## src/sv/lsch_pkg.sv

```systemverilog
`default_nettype none

package lsch_pkg;

  localparam int unsigned REQ_TYPE_W = 2;
  localparam int unsigned ENTRY_ID_W = 4;
  localparam int unsigned TICKET_W   = 8;
  localparam int unsigned RND_W      = 32;
  localparam int unsigned TOTAL_W    = 12;
  localparam int unsigned STATUS_W   = 2;
  localparam int unsigned BITCNT_W   = $clog2(RND_W + 1);
  // wide enough to hold any entry id and a table depth of up to 511
  localparam int unsigned ID_EXT_W   = 9;

  localparam int unsigned MAX_TICKETS = 255;

  localparam logic [REQ_TYPE_W-1:0] REQ_ADD    = 2'd0;
  localparam logic [REQ_TYPE_W-1:0] REQ_REMOVE = 2'd1;
  localparam logic [REQ_TYPE_W-1:0] REQ_DRAW   = 2'd2;

  typedef enum logic [STATUS_W-1:0] {
    ST_OK     = 2'd0,
    ST_EMPTY  = 2'd1,
    ST_USED   = 2'd2,
    ST_ABSENT = 2'd3
  } lsch_status_e;

  typedef struct packed {
    logic load;
    logic scan_start;
    logic scan_run;
    logic walk;
    logic div_run;
    logic result_load;
  } lsch_cmd_t;

  typedef struct packed {
    logic is_draw;
    logic scan_done;
    logic total_zero;
    logic div_done;
    logic found;
  } lsch_sts_t;

endpackage

`default_nettype wire

```

## src/sv/lsch_if.sv

```systemverilog
`default_nettype none

interface lsch_req_if
  import lsch_pkg::*;
();
  logic                  valid;
  logic                  ready;
  logic [REQ_TYPE_W-1:0] req_type;
  logic [ENTRY_ID_W-1:0] entry_id;
  logic [TICKET_W-1:0]   ticket_count;
  logic [RND_W-1:0]      random_value;

  modport source (output valid, output req_type, output entry_id, output ticket_count,
                  output random_value, input ready);
  modport sink   (input valid, input req_type, input entry_id, input ticket_count,
                  input random_value, output ready);
endinterface

interface lsch_rsp_if
  import lsch_pkg::*;
();
  logic                  valid;
  logic                  ready;
  logic [ENTRY_ID_W-1:0] winner_id;
  logic                  winner_found;
  logic [TOTAL_W-1:0]    ticket_sum;
  logic [STATUS_W-1:0]   status;

  modport source (output valid, output winner_id, output winner_found,
                  output ticket_sum, output status, input ready);
  modport sink   (input valid, input winner_id, input winner_found,
                  input ticket_sum, input status, output ready);
endinterface

`default_nettype wire

```

## src/sv/lsch_ctrl.sv

```systemverilog
`default_nettype none

module lsch_ctrl
  import lsch_pkg::*;
(
  input  wire logic      clk_i,
  input  wire logic      rst_ni,
  input  wire logic      in_valid_i,
  output logic           in_ready_o,
  output logic           out_valid_o,
  input  wire logic      out_ready_i,
  output lsch_cmd_t      cmd_o,
  input  wire lsch_sts_t sts_i
);

  typedef enum logic [2:0] {
    S_IDLE,
    S_DISPATCH,
    S_SUM,
    S_DIV,
    S_WALK,
    S_FINISH
  } state_e;

  state_e state_q, state_d;
  logic   out_valid_q, out_valid_d;

  assign in_ready_o  = (state_q == S_IDLE);
  assign out_valid_o = out_valid_q;

  always_comb begin
    state_d     = state_q;
    cmd_o       = '0;
    out_valid_d = out_valid_q && !out_ready_i;
    unique case (state_q)
      S_IDLE: begin
        if (in_valid_i) begin
          cmd_o.load = 1'b1;
          state_d    = S_DISPATCH;
        end
      end
      S_DISPATCH: begin
        if (sts_i.is_draw) begin
          cmd_o.scan_start = 1'b1;
          state_d          = S_SUM;
        end else begin
          state_d = S_FINISH;
        end
      end
      S_SUM: begin
        cmd_o.scan_run = 1'b1;
        if (sts_i.scan_done) begin
          state_d = sts_i.total_zero ? S_FINISH : S_DIV;
        end
      end
      S_DIV: begin
        cmd_o.div_run = 1'b1;
        if (sts_i.div_done) begin
          cmd_o.scan_start = 1'b1;
          state_d          = S_WALK;
        end
      end
      S_WALK: begin
        cmd_o.scan_run = 1'b1;
        cmd_o.walk     = 1'b1;
        if (sts_i.found || sts_i.scan_done) begin
          state_d = S_FINISH;
        end
      end
      S_FINISH: begin
        if (!out_valid_q || out_ready_i) begin
          cmd_o.result_load = 1'b1;
          out_valid_d       = 1'b1;
          state_d           = S_IDLE;
        end
      end
      default: state_d = S_IDLE;
    endcase
  end

  always_ff @(posedge clk_i or negedge rst_ni) begin
    if (!rst_ni) begin
      state_q     <= S_IDLE;
      out_valid_q <= 1'b0;
    end else begin
      state_q     <= state_d;
      out_valid_q <= out_valid_d;
    end
  end

endmodule

`default_nettype wire

```

## src/sv/lsch_dp.sv

```systemverilog
`default_nettype none

module lsch_dp
  import lsch_pkg::*;
#(
  parameter int unsigned MaxEntries = 16
) (
  input  wire logic                  clk_i,
  input  wire logic                  rst_ni,
  input  wire lsch_cmd_t             cmd_i,
  output lsch_sts_t                  sts_o,
  input  wire logic [REQ_TYPE_W-1:0] req_type_i,
  input  wire logic [ENTRY_ID_W-1:0] entry_id_i,
  input  wire logic [TICKET_W-1:0]   ticket_count_i,
  input  wire logic [RND_W-1:0]      random_value_i,
  output logic [ENTRY_ID_W-1:0]      winner_id_o,
  output logic                       winner_found_o,
  output logic [TOTAL_W-1:0]         ticket_sum_o,
  output logic [STATUS_W-1:0]        status_o
);

  localparam int unsigned IdxW = $clog2(MaxEntries);
  localparam int unsigned CntW = $clog2(MaxEntries + 1);

  // request registers
  logic [REQ_TYPE_W-1:0] req_q;
  logic [ENTRY_ID_W-1:0] id_q;
  logic [TICKET_W-1:0]   tk_q, tk_clamped;
  logic [RND_W-1:0]      rnd_q;

  // slot table
  logic [MaxEntries-1:0] valid_q;
  logic [TICKET_W-1:0]   mem_q [MaxEntries];
  logic [TICKET_W-1:0]   rd_data_q;
  logic                  rd_vld_q;
  logic [IdxW-1:0]       rd_idx_q;
  logic                  pend_q;
  logic [CntW-1:0]       cnt_q;

  // draw state
  logic [TOTAL_W-1:0]    total_q;
  logic [TOTAL_W-1:0]    rem_q;
  logic [BITCNT_W-1:0]   bit_q;
  logic [TOTAL_W-1:0]    run_q;
  logic [IdxW-1:0]       win_q;
  logic                  found_q;

  // result registers
  logic [ENTRY_ID_W-1:0] res_win_q;
  logic                  res_found_q;
  logic [TOTAL_W-1:0]    res_total_q;
  logic [STATUS_W-1:0]   res_status_q;

  logic [ID_EXT_W-1:0]   id_ext, win_ext;
  logic [IdxW-1:0]       id_idx, rd_addr;
  logic                  in_range, v_sel, add_ok, rem_ok;
  logic                  issue, scan_done, div_done, hit;
  logic [TOTAL_W-1:0]    data_ext, sum_next, run_next, rem_next;
  logic [TOTAL_W:0]      trial, trial_diff;
  logic                  trial_ge;

  logic [ENTRY_ID_W-1:0] res_win_d;
  logic                  res_found_d;
  logic [TOTAL_W-1:0]    res_total_d;
  lsch_status_e          res_status_d;

  assign tk_clamped = (16'(ticket_count_i) > 16'(MAX_TICKETS)) ?
                      TICKET_W'(MAX_TICKETS) : ticket_count_i;

  assign id_ext   = ID_EXT_W'(id_q);
  assign id_idx   = id_ext[IdxW-1:0];
  assign in_range = id_ext < ID_EXT_W'(MaxEntries);
  assign v_sel    = in_range && valid_q[id_idx];
  assign add_ok   = (req_q == REQ_ADD) && in_range && !v_sel;
  assign rem_ok   = (req_q == REQ_REMOVE) && v_sel;

  assign rd_addr   = cnt_q[IdxW-1:0];
  assign issue     = cmd_i.scan_run && (cnt_q != CntW'(MaxEntries));
  assign scan_done = (cnt_q == CntW'(MaxEntries)) && !pend_q;
  assign data_ext  = TOTAL_W'(rd_data_q);
  assign sum_next  = total_q + data_ext;
  assign run_next  = run_q + data_ext;
  assign hit       = rem_q < run_next;

  // restoring modulo, one dividend bit per cycle
  assign div_done   = (bit_q == BITCNT_W'(RND_W));
  assign trial      = {rem_q, rnd_q[RND_W-1]};
  assign trial_ge   = trial >= {1'b0, total_q};
  assign trial_diff = trial - {1'b0, total_q};
  assign rem_next   = trial_ge ? trial_diff[TOTAL_W-1:0] : trial[TOTAL_W-1:0];

  assign win_ext = ID_EXT_W'(win_q);

  always_comb begin
    res_win_d    = '0;
    res_found_d  = 1'b0;
    res_total_d  = '0;
    res_status_d = ST_OK;
    unique case (req_q)
      REQ_ADD: begin
        priority if (!in_range) res_status_d = ST_ABSENT;
        else if (v_sel)         res_status_d = ST_USED;
        else                    res_status_d = ST_OK;
      end
      REQ_REMOVE: res_status_d = rem_ok ? ST_OK : ST_ABSENT;
      REQ_DRAW: begin
        if (total_q == '0) begin
          res_status_d = ST_EMPTY;
        end else begin
          res_win_d   = found_q ? win_ext[ENTRY_ID_W-1:0] : '0;
          res_found_d = found_q;
          res_total_d = total_q;
        end
      end
      default: res_status_d = ST_OK;
    endcase
  end

  assign sts_o.is_draw    = (req_q == REQ_DRAW);
  assign sts_o.scan_done  = scan_done;
  assign sts_o.total_zero = (total_q == '0);
  assign sts_o.div_done   = div_done;
  assign sts_o.found      = found_q;

  assign winner_id_o     = res_win_q;
  assign winner_found_o  = res_found_q;
  assign ticket_sum_o    = res_total_q;
  assign status_o        = res_status_q;

  always_ff @(posedge clk_i) begin
    if (cmd_i.result_load && add_ok) begin
      mem_q[id_idx] <= tk_q;
    end
    if (issue) begin
      rd_data_q <= mem_q[rd_addr];
    end
  end

  always_ff @(posedge clk_i) begin
    if (cmd_i.load) begin
      req_q   <= req_type_i;
      id_q    <= entry_id_i;
      tk_q    <= tk_clamped;
      rnd_q   <= random_value_i;
      total_q <= '0;
      rem_q   <= '0;
    end else begin
      // sum pass only; reads of the walk pass must not count
      if (cmd_i.scan_run && !cmd_i.walk && pend_q && rd_vld_q) begin
        total_q <= sum_next;
      end
      if (cmd_i.div_run && !div_done) begin
        rem_q <= rem_next;
        rnd_q <= {rnd_q[RND_W-2:0], 1'b0};
      end
    end
    if (issue) begin
      rd_idx_q <= rd_addr;
    end
    if (cmd_i.scan_start) begin
      run_q <= '0;
      win_q <= '0;
    end else if (cmd_i.walk && pend_q && rd_vld_q && !found_q) begin
      run_q <= run_next;
      if (hit) begin
        win_q <= rd_idx_q;
      end
    end
    if (cmd_i.result_load) begin
      res_win_q    <= res_win_d;
      res_found_q  <= res_found_d;
      res_total_q  <= res_total_d;
      res_status_q <= res_status_d;
    end
  end

  always_ff @(posedge clk_i or negedge rst_ni) begin
    if (!rst_ni) begin
      valid_q  <= '0;
      cnt_q    <= '0;
      pend_q   <= 1'b0;
      rd_vld_q <= 1'b0;
      bit_q    <= '0;
      found_q  <= 1'b0;
    end else begin
      if (cmd_i.result_load && add_ok) begin
        valid_q[id_idx] <= 1'b1;
      end else if (cmd_i.result_load && rem_ok) begin
        valid_q[id_idx] <= 1'b0;
      end
      if (cmd_i.load) begin
        bit_q <= '0;
      end else if (cmd_i.div_run && !div_done) begin
        bit_q <= bit_q + BITCNT_W'(1);
      end
      if (cmd_i.scan_start) begin
        cnt_q   <= '0;
        pend_q  <= 1'b0;
        found_q <= 1'b0;
      end else begin
        pend_q <= issue;
        if (issue) begin
          cnt_q    <= cnt_q + CntW'(1);
          rd_vld_q <= valid_q[rd_addr];
        end
        if (cmd_i.walk && pend_q && rd_vld_q && !found_q && hit) begin
          found_q <= 1'b1;
        end
      end
    end
  end

endmodule

`default_nettype wire

```

## src/sv/lottery_scheduler.sv

```systemverilog
// Lottery scheduler: a table of MAX_ENTRIES process slots, each with a valid
// mark and a ticket count, driven by one request channel and one response
// channel (valid/ready, a transfer when both are high).
// Requests: add (fill a free slot), remove (clear a used slot), draw (sum the
// tickets of valid slots, reduce random_value modulo the sum, walk running
// sums in slot order to name the winner). Each request gives one response.
// Order of work: add, remove and unknown requests go from acceptance through
// a dispatch state and a finish state to response valid. A draw makes one
// pass over the ticket memory to sum, a bit-serial modulo, and a second pass
// that stops at the winner; an empty draw skips the modulo and the second
// pass. The ticket memory read, one slot per cycle, and the one-bit-per-cycle
// modulo pace these steps.
// Throughput: one request at a time; the next request is taken as soon as
// the response of the previous one sits in the output register.
// Reset clears all valid marks; no clearing pass is needed.
// When the receiver stalls, the response holds in the output register; the
// block may take and work on one more request, then waits to deliver it.
`default_nettype none

module lottery_scheduler
  import lsch_pkg::*;
#(
  parameter int unsigned MAX_ENTRIES = 16
) (
  input  wire logic   clk_i,
  input  wire logic   rst_ni,
  lsch_req_if.sink    req_i,
  lsch_rsp_if.source  rsp_o
);

  lsch_cmd_t cmd;
  lsch_sts_t sts;

  lsch_ctrl u_ctrl (
    .clk_i       (clk_i),
    .rst_ni      (rst_ni),
    .in_valid_i  (req_i.valid),
    .in_ready_o  (req_i.ready),
    .out_valid_o (rsp_o.valid),
    .out_ready_i (rsp_o.ready),
    .cmd_o       (cmd),
    .sts_i       (sts)
  );

  lsch_dp #(
    .MaxEntries (MAX_ENTRIES)
  ) u_dp (
    .clk_i           (clk_i),
    .rst_ni          (rst_ni),
    .cmd_i           (cmd),
    .sts_o           (sts),
    .req_type_i      (req_i.req_type),
    .entry_id_i      (req_i.entry_id),
    .ticket_count_i  (req_i.ticket_count),
    .random_value_i  (req_i.random_value),
    .winner_id_o     (rsp_o.winner_id),
    .winner_found_o  (rsp_o.winner_found),
    .ticket_sum_o    (rsp_o.ticket_sum),
    .status_o        (rsp_o.status)
  );

endmodule

`default_nettype wire

```

## src/flat_wrapper.sv

```systemverilog
// flat-port wrapper written by rule: the top's interface ports become plain ports
module lottery_scheduler_flat import lsch_pkg::*;
#(
  parameter int unsigned MAX_ENTRIES = 16
)
  (clk_i, rst_ni, req_i_valid, req_i_req_type, req_i_entry_id, req_i_ticket_count, req_i_random_value, req_i_ready, rsp_o_valid, rsp_o_winner_id, rsp_o_winner_found, rsp_o_ticket_sum, rsp_o_status, rsp_o_ready);
  lsch_req_if req_i_i ();
  lsch_rsp_if rsp_o_i ();
  input  wire logic clk_i;
  input  wire logic rst_ni;
  input wire logic [$bits(req_i_i.valid)-1:0] req_i_valid;
  input wire logic [$bits(req_i_i.req_type)-1:0] req_i_req_type;
  input wire logic [$bits(req_i_i.entry_id)-1:0] req_i_entry_id;
  input wire logic [$bits(req_i_i.ticket_count)-1:0] req_i_ticket_count;
  input wire logic [$bits(req_i_i.random_value)-1:0] req_i_random_value;
  output wire logic [$bits(req_i_i.ready)-1:0] req_i_ready;
  output wire logic [$bits(rsp_o_i.valid)-1:0] rsp_o_valid;
  output wire logic [$bits(rsp_o_i.winner_id)-1:0] rsp_o_winner_id;
  output wire logic [$bits(rsp_o_i.winner_found)-1:0] rsp_o_winner_found;
  output wire logic [$bits(rsp_o_i.ticket_sum)-1:0] rsp_o_ticket_sum;
  output wire logic [$bits(rsp_o_i.status)-1:0] rsp_o_status;
  input wire logic [$bits(rsp_o_i.ready)-1:0] rsp_o_ready;
  assign req_i_i.valid = req_i_valid;
  assign req_i_i.req_type = req_i_req_type;
  assign req_i_i.entry_id = req_i_entry_id;
  assign req_i_i.ticket_count = req_i_ticket_count;
  assign req_i_i.random_value = req_i_random_value;
  assign req_i_ready = req_i_i.ready;
  assign rsp_o_valid = rsp_o_i.valid;
  assign rsp_o_winner_id = rsp_o_i.winner_id;
  assign rsp_o_winner_found = rsp_o_i.winner_found;
  assign rsp_o_ticket_sum = rsp_o_i.ticket_sum;
  assign rsp_o_status = rsp_o_i.status;
  assign rsp_o_i.ready = rsp_o_ready;
  lottery_scheduler #(.MAX_ENTRIES(MAX_ENTRIES)) u_core (.clk_i(clk_i), .rst_ni(rst_ni), .req_i(req_i_i), .rsp_o(rsp_o_i));
endmodule
```

## config.mk

```make
export PLATFORM = sky130hd
export DESIGN_NAME = lottery_scheduler_flat
export DESIGN_NICKNAME = d
export VERILOG_FILES = /design/src/sv/lsch_pkg.sv /design/src/sv/lsch_if.sv /design/src/sv/lsch_ctrl.sv /design/src/sv/lsch_dp.sv /design/src/sv/lottery_scheduler.sv /design/src/flat_wrapper.sv
export SDC_FILE = /design/constraint.sdc
export NUM_CORES = 1
export LEC_CHECK = 0
export ABC_AREA = 1
export BUFFER_PORTS_ARGS = -buffer_cell sky130_fd_sc_hd__buf_2
export CAP_MARGIN = 20
export CORE_MARGIN = 1
export CORE_UTILIZATION = 30
export CTS_BUF_LIST = sky130_fd_sc_hd__clkbuf_8 sky130_fd_sc_hd__clkbuf_16
export DETAILED_ROUTE_END_ITERATION = 10
export PLACE_DENSITY_LB_ADDON = 0.12
export SETUP_SLACK_MARGIN = 0.02
export SYNTH_ARGS = -nofsm -noshare
export SYNTH_HDL_FRONTEND = slang
export SYNTH_HIERARCHICAL = 1
export SYNTH_SLANG_ARGS = --single-unit
export TNS_END_PERCENT = 1
```

## constraint.sdc

```tcl
create_clock -name clk_i -period 4.7 [get_ports clk_i]
set_input_delay 0.47 -clock clk_i [delete_from_list [all_inputs] [get_ports clk_i]]
set_output_delay 0.47 -clock clk_i [all_outputs]
set_load 0.01 [all_outputs]
```

-- Yosys cells after proc, flatten, opt, wreduce, memory -nomap -nowiden
Memories as Yosys holds them, arrays and structs flattened. A register that Yosys moved wholly into a read port is not among the register bits.
Index checks and enable logic that the tools add are counted.
- register bits after elaboration: 143
- bits of input ports: 50
- bits in writable memories: 128
- memories kept: 1
- memory list (memory ; words ; bits a word ; rd ports ; clocked after memory_dff ; wr ports ; line ; text):
    u_core.u_dp.mem_q ; 16 ; 8 ; 1 ; 1 ; 1 ; lsch_dp.sv:33 ; logic [TICKET_W-1:0] mem_q [MaxEntries];
- $lt $le $gt $ge: 6
- add/sub/neg operators: 5
- multiplexer cells: 45
- reduce and logical (&&, ||, !) cells: 40
- bitwise logic cells: 6
- eq/ne operators: 15
- operator list (kind ; number):
    $mux 32 ; 2
    $mux 16 ; 2
    $add 12x8->12 ; 2
    $mux 3 ; 7
    $mux 1 ; 20
    $logic_and 1x1->1 ; 18
    $pmux 3 s6 ; 1
    $and 16x16->16 ; 1
    $not 16->16 ; 1
    $or 16x16->16 ; 1
    $lt 4x5->1 const B ; 3
    $ge 13x12->1 ; 1
    $logic_not 12->1 ; 1
    $lt 12x12->1 ; 1
    $mux 12 ; 1
    $mux 6 ; 2
    $sub 12x12->12 ; 1
    $mux 5 ; 2
    $ne 2x2->1 const B ; 5
    $bmux 1 s4 ; 2
    $reduce_bool 2->1 ; 4
    $logic_not 1->1 ; 7
    $add 6x1->6 const B ; 1
    $eq 3x2->1 const B ; 2
    21 further kinds ; 29

-- Longest topological paths before layout
Gate-level depths: netlist of the first run.
- word-level depth: 8
- depth in mapped cells: 19

-- Hierarchy
Netlist of the first run, hierarchy kept.
- by module, submodules not included (module ; sequential area each (um2) ; times used ; area an instance (um2) ; cells an instance):
    lsch_dp ; 7707.4 ; 1 ; 13165.1 ; 1427
    lsch_ctrl ; 100.1 ; 1 ; 369.1 ; 55

-- Worst setup path after synthesis of the first run
No wires, ideal clock.
- kind: flip-flop to flip-flop
- start: register u_core.u_ctrl.state_q[0]
- end: register u_core.u_dp.rem_q[0]
- path buffers: 1
- arrival time: 3668 ps
- required time: 4586 ps
- path slack: 918 ps
- stages on the path, launching flop included: 10
- library setup time: 114 ps
- cells stage by stage: dfrtp_1 nor2_2 inv_1 nor3_1 clkinv_1 nand2_1 inv_1 clkbuf_1 nand2_1 nand2_1
- RTL lines (item ; line ; text):
    start, declared ; lsch_ctrl.sv:25 ; state_e state_q, state_d;
    start signal, assigned ; lsch_ctrl.sv:86 ; state_q <= state_d;
    end signal, assigned ; lsch_dp.sv:153 ; rem_q <= rem_next;
    end, declared ; lsch_dp.sv:42 ; logic [TOTAL_W-1:0] rem_q;

-- Worst setup path in the final report of the first run
- start: register u_core.u_dp.rd_data_q[0], read port of u_core.u_dp.mem_q
- end: register u_core.u_dp.win_q[2]
- longest elaborated chain between the ends: 3
- ends and longest elaborated chain (item ; line ; text):
    start, declared ; lsch_dp.sv:34 ; logic [TICKET_W-1:0] rd_data_q;
    $add 12x8->12 ; lsch_dp.sv:82 ; assign run_next = run_q + data_ext;
    $lt 12x12->1 ; lsch_dp.sv:83 ; assign hit = rem_q < run_next;
    $reduce_and 2->1 (no line) ; n/a ;
    end signal, assigned ; lsch_dp.sv:166 ; win_q <= rd_idx_q;
    end, declared ; lsch_dp.sv:45 ; logic [IdxW-1:0] win_q;
No other way between the ends.
A chain may end at the register's enable or synchronous reset.

==> results.yml, run 1 <==
run_status:
  status: "complete, but fails checks"
  failed_checks: "negative hold slack"
grt:
  use_met2: 0.2556
  antenna_found_initial: 0
  grt_pass1_vias: 10050
  grt-busiest-layer: "met2"
  met3_usage: 0.02199
  grt_overflow: 0
  met1_usage: 0.2126
  grt_max_degree: 75
  grt_use_total: 0.1544
  grt_pass1_wl_um: 56500
power_and_ir_drop:
  total_power_mw: 10.99
  p_per_area_nw_per_um2: 706.8
  power_frac_comb: 0.440
  p_clk_frac: 0.232
  power_frac_seq: 0.329
  p_int_mw: 6.326
  ir_drop_mv: 0.4249
  leakagePower_nw: 6.710
  swShare: 0.4243
  p_sw_mw: 4.662
logic_synthesis:
  ys_types: 39
  synth_edf_count: 205
  ys_seq_elements: 279
  syn-num-nets: 1578
  yosysSeqAreaShare: 0.5769
  mappedNetlistArea_um2: 13530
  syn_inst: 1482
  syn_area_per_cell_um2: 9.132
  ys_warn_count: 6
  ys_dominant_reg_cell: "edfxtp_1"
  synth-async-reset-ratio: 0.1219
final_layout:
  fin_area_um2: 15540
  final_util: 0.3508
  areaGrowthSynthToFinish_pct: 14.86
  antenna_cells: 0
  layout-drive-gt1-share: 0.1045
  layout.cells.non_filler: 2161
  final_nets: 1640
detailed_routing:
  final_antenna_net_count: 0
  drc: 0
  via_per_inst: 4.658
  drt-pass1-iter-count: 7
  dr_total_vias: 10070
  wirelength_um: 35160
  drtIter0Drc: 588
  routedWlPerCell_um: 16.27
timing:
  rsz0062_at_grt: "no"
  tightest_slew_ns: 1.070
  max_freq_mhz: 309.9
  hold_slack_ns: -0.01578
  tns_ns: 0
  relSlewSlack: 0.2841
  finalHoldViolations: 10
  report.final.slew_viol_count: 0
  layout_min_cycle_time_ns: 3.227
  timing.final.crit_share: 0.6866
  layout_setup_ws_ns: 1.473
  skew_ns: 0.02107
  setup_viol: 0
critical_path:
  slowest_stage: "edfxtp_1"
  cp-start-kind: "register"
  path_max_fanout: 9
  cp_top_family: "simple AND/OR/NAND/NOR gates"
  crit_top_cell: "nand2_1"
  slowest_delay_ns: 0.38
  cp_data_required_time_ns: 5.17
  path_cells: "ha_1, inv_1, fa_1, inv_1, nand2_1, o21ai_0, nand2_1, nand2_1, nand3_1, and2_1, ha_1, nand2_1, o21ai_0, a21oi_1, nand3_2, nor2_1, nor2_1"
  cp-end-kind: "register"
  critPathLaunch: "u_core/u_dp/rd_data_q[0]"
  r2r_start: "u_core/u_dp/rd_data_q[0]"
  r2r_setup_slack_ns: 1.47
  path_buf_inv: 2
  critPathKind: "register to register"
  cp_data_arrival_time_ns: 3.70
clocking:
  cts_hold_buffers: 0
  cts_setup_buffers: 0
  cts_resized: 0
  cts_buffers: 31
  cts_tree: "yes"
  clock_path_buffers: 3
  cts_sinks: 279
  clk_latency_ns: 0.59
  clk_pin_slew_ns: 0.06
  ctsHtreeMaxLevel: 1
  root_buffer: "clkbuf_16"
die:
  die_h_um: 214.4
  core_area_um2: 44320
  initial_core_util: 0.3054
  io_pins: 71
  dieArea_um2: 45970
  fp.dieW_um: 214.4
  rows: 77
job:
  drv_cap: 0
placed_design:
  place_ws_ns: 1.459
  gp_congestion: 0.8559
  port_buffers: 70
  dpl.hpwl_um: 24490
  dp_cells: 2102
  placed_cell_area_um2: 14460
hold_path:
  min_path_type: "input port to async pin"
## cell type report
| cell class | count | area [um2] |
|---|---|---|
| sequential | 279 | 7809 |
| multi-input combinational | 983 | 4857 |
| timing repair buffer | 81 | 432.9 |
| clock buffer | 34 | 817.0 |
| fill | 4561 | 28770 |
| clock inverter | 24 | 257.7 |
| tap | 592 | 740.7 |
| inverter | 168 | 630.6 |
## sequential cells by signal (all words and copies together) (netlist names), 6 cells and up, named ones only
register / flops
u_core/u_dp/rd_data_q: 8
u_core/u_dp/tk_q: 8
u_core/u_dp/ticket_sum_o: 12
u_core/u_dp/run_q: 12
u_core/u_dp/rem_q: 12
u_core/u_dp/bit_q: 6
u_core/u_dp/total_q: 12
u_core/u_dp/mem_q: 128
u_core/u_dp/rnd_q: 32
## cell usage in the layout, fill, tap and decap left out, types with 31 or more instances in the layout
cell,instances
a21oi_1,45
buf_2,70
clkbuf_16,31
dfrtp_1,33
dfxtp_1,40
edfxtp_1,205
ha_1,43
inv_1,164
nand2_1,389
nand3_1,96
nor2_1,164
o21ai_0,103
o22ai_1,33
## synth_stat cells (all sizes together) (4+ instances only)
| cell type | count | area [um2] |
|---|---|---|
| inv | 165 | 619.4 |
| clkbuf | 31 | 116.4 |
| nand4 | 30 | 187.7 |
| and2 | 4 | 25.02 |
| edfxtp | 205 | 6156 |
| o22ai | 33 | 206.5 |
| nand2 | 397 | 1515 |
| xnor2 | 6 | 52.55 |
| ha | 43 | 538.0 |
| dfxtp | 40 | 800.8 |
| buf | 21 | 131.4 |
| nor2 | 172 | 680.7 |
| xor2 | 9 | 78.83 |
| dfrtp | 34 | 850.8 |
| o21ai | 106 | 534.3 |
| nor3 | 17 | 85.08 |
| nand3 | 101 | 538.0 |
| a21oi | 46 | 230.2 |
## cells by family (layout without fill, tap and decap cells)
family | Yosys count | count (layout) | share of synthesized area
AO/OA/AOI/OAI | 197 | 197 | 0.07849
buffers and inverters | 220 | 307 | 0.06490
flip-flops | 279 | 279 | 0.5769
adder cells (fa/ha/maj) | 46 | 46 | 0.04419
AND/OR/NAND/NOR | 725 | 725 | 0.2258
XOR/XNOR | 15 | 15 | 0.009707
## worst paths after layout
kind | end | depth (start not counted)
max reg2reg | u_core/u_dp/win_q[2] | 17
min in group clk_i | u_core/u_dp/tk_q[6] | 1
max in group asynchronous | u_core/u_dp/cnt_q[0] | 1
min | async pin | 1
max | u_core/u_dp/win_q[2] | 17
min reg2reg | u_core/u_dp/win_q[0] | 2
## routing by layer
metal	vias up	wire [um]
met4	0	749
met1	4780	16900
li1	5081	-
met5	-	0
met2	158	16250
met3	46	1262
## power groups by stage
stage / Sequential (mW) / Combinational, mW / Clock [mW]
after floorplan: 3.54 / 3.59 / 0
after global placement: 3.66 / 4.84 / 0
after detailed placement: 3.67 / 4.82 / 0
after CTS: 3.62 / 4.84 / 2.63
after global routing: 3.68 / 5.53 / 2.72
final: 3.61 / 4.83 / 2.54
(Power assumes the default switching activity.)
==> run 2: changes to the inputs <==
Clock period 4.7 ns to 3.2 ns, I/O delays scaled along.
==> results.yml, run 2 (same netlist as run 1, synthesis figures left out) <==
critical_path:
  r2r_setup_slack_ns: 0.28
  critPathLaunch: "u_core/u_dp/rd_data_q[6]"
  reg2reg_depth: 15
  worstSetupEndpoint: "u_core/u_dp/win_q[3]"
  cp_data_arrival_time_ns: 3.39
  r2r_start: "u_core/u_dp/rd_data_q[6]"
  cp-end-kind: "register"
  path_max_fanout: 5
  cp_data_required_time_ns: 3.68
  critPathKind: "register to register"
  cp-start-kind: "register"
  r2r_end: "u_core/u_dp/win_q[3]"
placed_design:
  dpl.hpwl_um: 23850
  port_buffers: 70
  gp_congestion: 0.8736
timing:
  finalHoldViolations: 0
  report.final.slew_viol_count: 0
  max_freq_mhz: 343.0
  skew_ns: 0.03241
  rsz0062_at_grt: "yes"
  tightest_slew_ns: 1.071
  tns_ns: 0
  relSlewSlack: 0.2836
  timing.final.crit_share: 0.9111
  layout_min_cycle_time_ns: 2.916
  setup_viol: 0
power_and_ir_drop:
  leakagePower_nw: 6.847
  p_per_area_nw_per_um2: 1029
  p_int_mw: 9.351
  p_clk_frac: 0.233
  p_sw_mw: 6.978
  power_frac_seq: 0.324
  power_frac_comb: 0.443
  swShare: 0.4273
  ir_drop_mv: 0.7919
detailed_routing:
  drt-pass1-iter-count: 5
  wirelength_um: 35670
  dr_total_vias: 10120
  drc: 0
  drtIter0Drc: 538
  via_per_inst: 4.619
  final_antenna_net_count: 0
  routedWlPerCell_um: 16.29
grt:
  grt_use_total: 0.1553
  grt_pass1_wl_um: 56080
  antenna_found_initial: 0
  grt_max_degree: 76
  grt_pass1_vias: 9935
  grt_overflow: 0
clocking:
  cts_tree: "yes"
  ctsHtreeMaxLevel: 2
  clk_pin_slew_ns: 0.06
  root_buffer: "clkbuf_16"
  clk_latency_ns: 0.57
  clock_path_buffers: 3
  cts_sinks: 279
  cts_buffers: 34
final_layout:
  antenna_cells: 0
  final_cell_mix: "nand2_1, edfxtp_1, inv_1"
  areaGrowthSynthToFinish_pct: 17.21
  multi_input_area_um2: 4910
  largest_register_ffs: 128
  nFillCells: 4561
  final_common_cell: "nand2_1"
  final_util: 0.3580
  final_nets: 1668
  reg.largest.list: "u_core/u_dp/mem_q (128), u_core/u_dp/rnd_q (32)"
  top_register: "u_core/u_dp/mem_q"
  regArea_um2: 7809
  layout-drive-gt1-share: 0.1145
die:
  initial_core_util: 0.3054
  io_pins: 71
  dieArea_um2: 45970
  rows: 77
  die_h_um: 214.4
  fp.dieW_um: 214.4
  core_area_um2: 44320
job:
  drv_cap: 0
run_status:
  status: "complete, no violations"
hold_path:
  min_path_type: "input port to register"
==> run 2: cell types whose count changed in the layout (fill, tap and decap cells not counted), moves of 2 or more <==
| cell | before | now |
|---|---|---|
| buf_4 | 11 | 19 |
| a21oi_2 | 1 | 3 |
| nand2_1 | 389 | 387 |
| a21oi_1 | 45 | 43 |
| clkbuf_16 | 31 | 34 |
| bufinv_16 | 5 | 2 |
| nand2_2 | 7 | 9 |
| clkinv_8 | 0 | 2 |
| dlygate4sd3_1 | 0 | 15 |
==> run 2: final cells by class <==
| type | count | share of cell area |
|---|---|---|
| flip-flops and latches | 279 | 0.4922 |
| inverters | 168 | 0.03975 |
| repair buffers | 105 | 0.04180 |
| multi-input cells | 984 | 0.3095 |
| well taps | 592 | 0.04669 |
| clock buffers | 37 | 0.05623 |
| clock inverters | 25 | 0.01380 |
==> run 2: metal layers <==
metal,GRT usage,wire length [um],vias up
li1,-,-,5140
met1,0.2103,17280,4780
met3,0.02454,1077,48
met2,0.2542,16580,148
met5,0,0,-
met4,0.04857,731,0
==> run 2: power by group through the flow <==
stage	combinational (mW)	clock (mW)	sequential (mW)
2_1_floorplan	5.28	0	5.20
3_5_place_dp	7.18	0	5.37
3_3_place_gp	7.22	0	5.36
6_report	7.23	3.80	5.30
4_1_cts	7.24	3.93	5.30
5_1_grt	8.22	4.06	5.38
==> run 2: through the flow <==
stage / cells / power (mW) / setup WS [ns] / hold slack (ns) / cell area (um2)
finish: 2190 / 16.33 / 0.2845 / 0.04131 / 15860
global route: 2190 / 17.67 / 0.009745 / 0.03522 / 15860
CTS: 2188 / 16.47 / 0.07099 / 0.008478 / 15810
detailed placement: 2111 / 12.55 / 0.09490 / 0.4640 / 14550
global placement: 2111 / 12.58 / 0.1622 / 0.4636 / 14550
floorplan: 1482 / 10.47 / 0.02145 / 0.02441 / 13540
==> run 2: worst min path at each step <==
stage                          start                        end  depth (start not counted)
3_3_place_gp                register                   register                          2
6_report       req_i_random_value[0]       u_core/u_dp/rnd_q[0]                          3
3_5_place_dp                register                   register                          2
5_1_grt        req_i_random_value[0]       u_core/u_dp/rnd_q[0]                          3
4_1_cts        req_i_random_value[0]       u_core/u_dp/rnd_q[0]                          3
2_1_floorplan                 rst_ni  u_core/u_ctrl/out_valid_o                          0
==> run 2: critical path, stage by stage, from the launching register on <==
cell	delay, ns
edfxtp_1	0.42
ha_1	0.37
inv_1	0.06
o21ai_0	0.29
o21ai_0	0.19
nand3_1	0.10
nand2_1	0.06
and2_1	0.15
ha_1	0.29
a21oi_1	0.14
o21ai_0	0.11
a21oi_2	0.26
nand3_4	0.16
nand2_1	0.09
nand2_1	0.05
nor2_1	0.10
==> run 2: repair_timing <==
item / in CTS / in global routing
endpoints found under the hold margin: 48 / 0
setup endpoints to repair: 0 / 5
hold buffers: 15 / 0
setup buffers: 0 / 1
gates resized for setup: 0 / 10
==> run 3: changes to the inputs <==
Settings changed: REMOVE_ABC_BUFFERS set to 1.
==> results.yml, run 3 (same netlist as run 1, synthesis figures left out) <==
power_and_ir_drop:
  leakagePower_nw: 6.858
  swShare: 0.4288
  p_int_mw: 9.258
  p_clk_frac: 0.221
  power_frac_comb: 0.452
  p_per_area_nw_per_um2: 1025
  ir_drop_mv: 1.380
  total_power_mw: 16.21
  power_frac_seq: 0.326
  p_sw_mw: 6.950
detailed_routing:
  drc: 0
  drtIter0Drc: 593
  final_antenna_net_count: 0
  wirelength_um: 35420
  via_per_inst: 4.609
  routedWlPerCell_um: 16.15
  dr_total_vias: 10110
  drt-pass1-iter-count: 5
timing:
  skew_ns: 0.03256
  layout_min_cycle_time_ns: 2.955
  report.final.slew_viol_count: 0
  timing.final.crit_share: 0.9235
  setup_viol: 0
  finalHoldViolations: 0
  tightest_slew_ns: 0.8723
  max_freq_mhz: 338.4
  rsz0062_at_grt: "no"
  tns_ns: 0
  relSlewSlack: 0.4185
critical_path:
  path_buf_inv: 3
  path_max_fanout: 4
  slowest_stage: "fa_1"
  path_cells: "ha_2, inv_1, fa_1, inv_1, nand2_1, o21ai_2, nand2_1, nand2_2, nand3_1, and2_1, ha_1, nand2_2, o21ai_0, a21oi_2, buf_4, nand3_2, nand2_1, nand2_1, nor2_1"
  crit_cells: 19
  crit_top_cell: "nand2_1"
  r2r_start: "u_core/u_dp/rd_data_q[0]"
  reg2reg_depth: 19
  cp-start-kind: "register"
  slowest_delay_ns: 0.38
  cp_data_arrival_time_ns: 3.42
  critPathKind: "register to register"
  critPathLaunch: "u_core/u_dp/rd_data_q[0]"
  r2r_end: "u_core/u_dp/win_q[3]"
  cp_top_family: "simple AND/OR/NAND/NOR gates"
  cp_data_required_time_ns: 3.67
  worstSetupEndpoint: "u_core/u_dp/win_q[3]"
  r2r_setup_slack_ns: 0.24
  cp-end-kind: "register"
grt:
  grt_max_degree: 76
  grt_pass1_vias: 9940
  grt_use_total: 0.1546
  grt_overflow: 0
  antenna_found_initial: 0
  grt_pass1_wl_um: 56060
clocking:
  cts_tree: "yes"
  cts_buffers: 35
  clock_path_buffers: 3
  root_buffer: "clkbuf_16"
  cts_sinks: 279
  clk_pin_slew_ns: 0.05
  ctsHtreeMaxLevel: 2
  clk_latency_ns: 0.55
final_layout:
  final_nets: 1673
  areaGrowthSynthToFinish_pct: 16.79
  final_common_cell: "nand2_1"
  largest_register_ffs: 128
  top_register: "u_core/u_dp/mem_q"
  reg.largest.list: "u_core/u_dp/mem_q (128), u_core/u_dp/rnd_q (32)"
  final_cell_mix: "nand2_1, edfxtp_1, inv_1"
  antenna_cells: 0
  final_util: 0.3567
  layout-drive-gt1-share: 0.1137
  fin_area_um2: 15810
  layout.cells.non_filler: 2193
placed_design:
  port_buffers: 70
  gp_congestion: 0.8544
  placed_cell_area_um2: 14550
  dp_cells: 2113
  dpl.hpwl_um: 23620
job:
  drv_cap: 0
die:
  core_area_um2: 44320
  io_pins: 71
  die_h_um: 214.4
  dieArea_um2: 45970
  rows: 77
  initial_core_util: 0.3054
  fp.dieW_um: 214.4
hold_path:
  min_path_type: "input port to register"
run_status:
  status: "complete, no violations"
## run 3: cell count changes in the layout (fill, tap and decap cells not counted), moves of 2 or more
cell	previous run	this run
bufinv_16	2	0
nor3_2	0	2
clkinv_2	8	6
clkinvlp_4	3	0
buf_4	19	24
inv_1	165	171
## run 3: timing repair
action                     4_1_cts  5_1_grt
hold endpoints to repair        48        0
pin swaps                        1        1
hold buffers                    15        0
setup endpoints to repair        1        5
resized for setup                0       11
cloned                           0        1
setup buffers                    0        3
## run 3: worst min-delay path, delay by kind of cell
| kind | cells | cell delay [ns] |
|---|---|---|
| buffers and inverters | 2 | 0.11 |
| AND/OR/NAND/NOR | 1 | 0.04 |
## run 3: cell type report
class                           instances  area (um2)
Inverter                              168       630.6
Fill cell                            4623       28510
Tap cell                              592       740.7
Timing Repair Buffer                  109       680.7
Clock buffer                           37       903.4
Sequential cell                       279        7809
Multi-Input combinational cell        984        4901
Clock inverter                         24       141.4
## run 3: metrics by stage
stage,setup slack [ns],hold WS (ns)
6_report,0.2447,0.03373
5_1_grt,0.009027,0.03094
4_1_cts,0.02831,0.007325
3_5_place_dp,0.03610,0.4633
3_3_place_gp,0.1458,0.4595
2_1_floorplan,-4.281,0.02441
## run 3: power groups by stage
stage	logic, mW	clock network, mW	registers (mW)
2_1_floorplan	4.95	0	5.30
3_3_place_gp	7.28	0	5.36
3_5_place_dp	7.26	0	5.37
4_1_cts	7.32	3.71	5.30
5_1_grt	8.38	3.87	5.38
6_report	7.33	3.59	5.29
## run 3: layer usage
layer | up-vias | track usage | part of all wire
li1 | 5144 | - | -
met1 | 4756 | 0.2051 | 0.47
met2 | 165 | 0.2565 | 0.47
met3 | 43 | 0.02709 | 0.037
met4 | 0 | 0.04786 | 0.019
met5 | - | 0 | 0
## run 3: worst min path at each step
| stage | endpoint | slack (ns) | cells past startpoint | start |
|---|---|---|---|---|
| 3_3_place_gp | register | 0.46 | 2 | register |
| 4_1_cts | u_core/u_dp/rnd_q[0] | 0.007 | 3 | req_i_random_value[0] |
| 6_report | u_core/u_dp/rnd_q[0] | 0.03 | 3 | req_i_random_value[0] |
| 5_1_grt | u_core/u_dp/rnd_q[0] | 0.03 | 3 | req_i_random_value[0] |
| 3_5_place_dp | register | 0.46 | 2 | register |
| 2_1_floorplan | u_core/u_ctrl/out_valid_o | 0.02 | 0 | rst_ni |
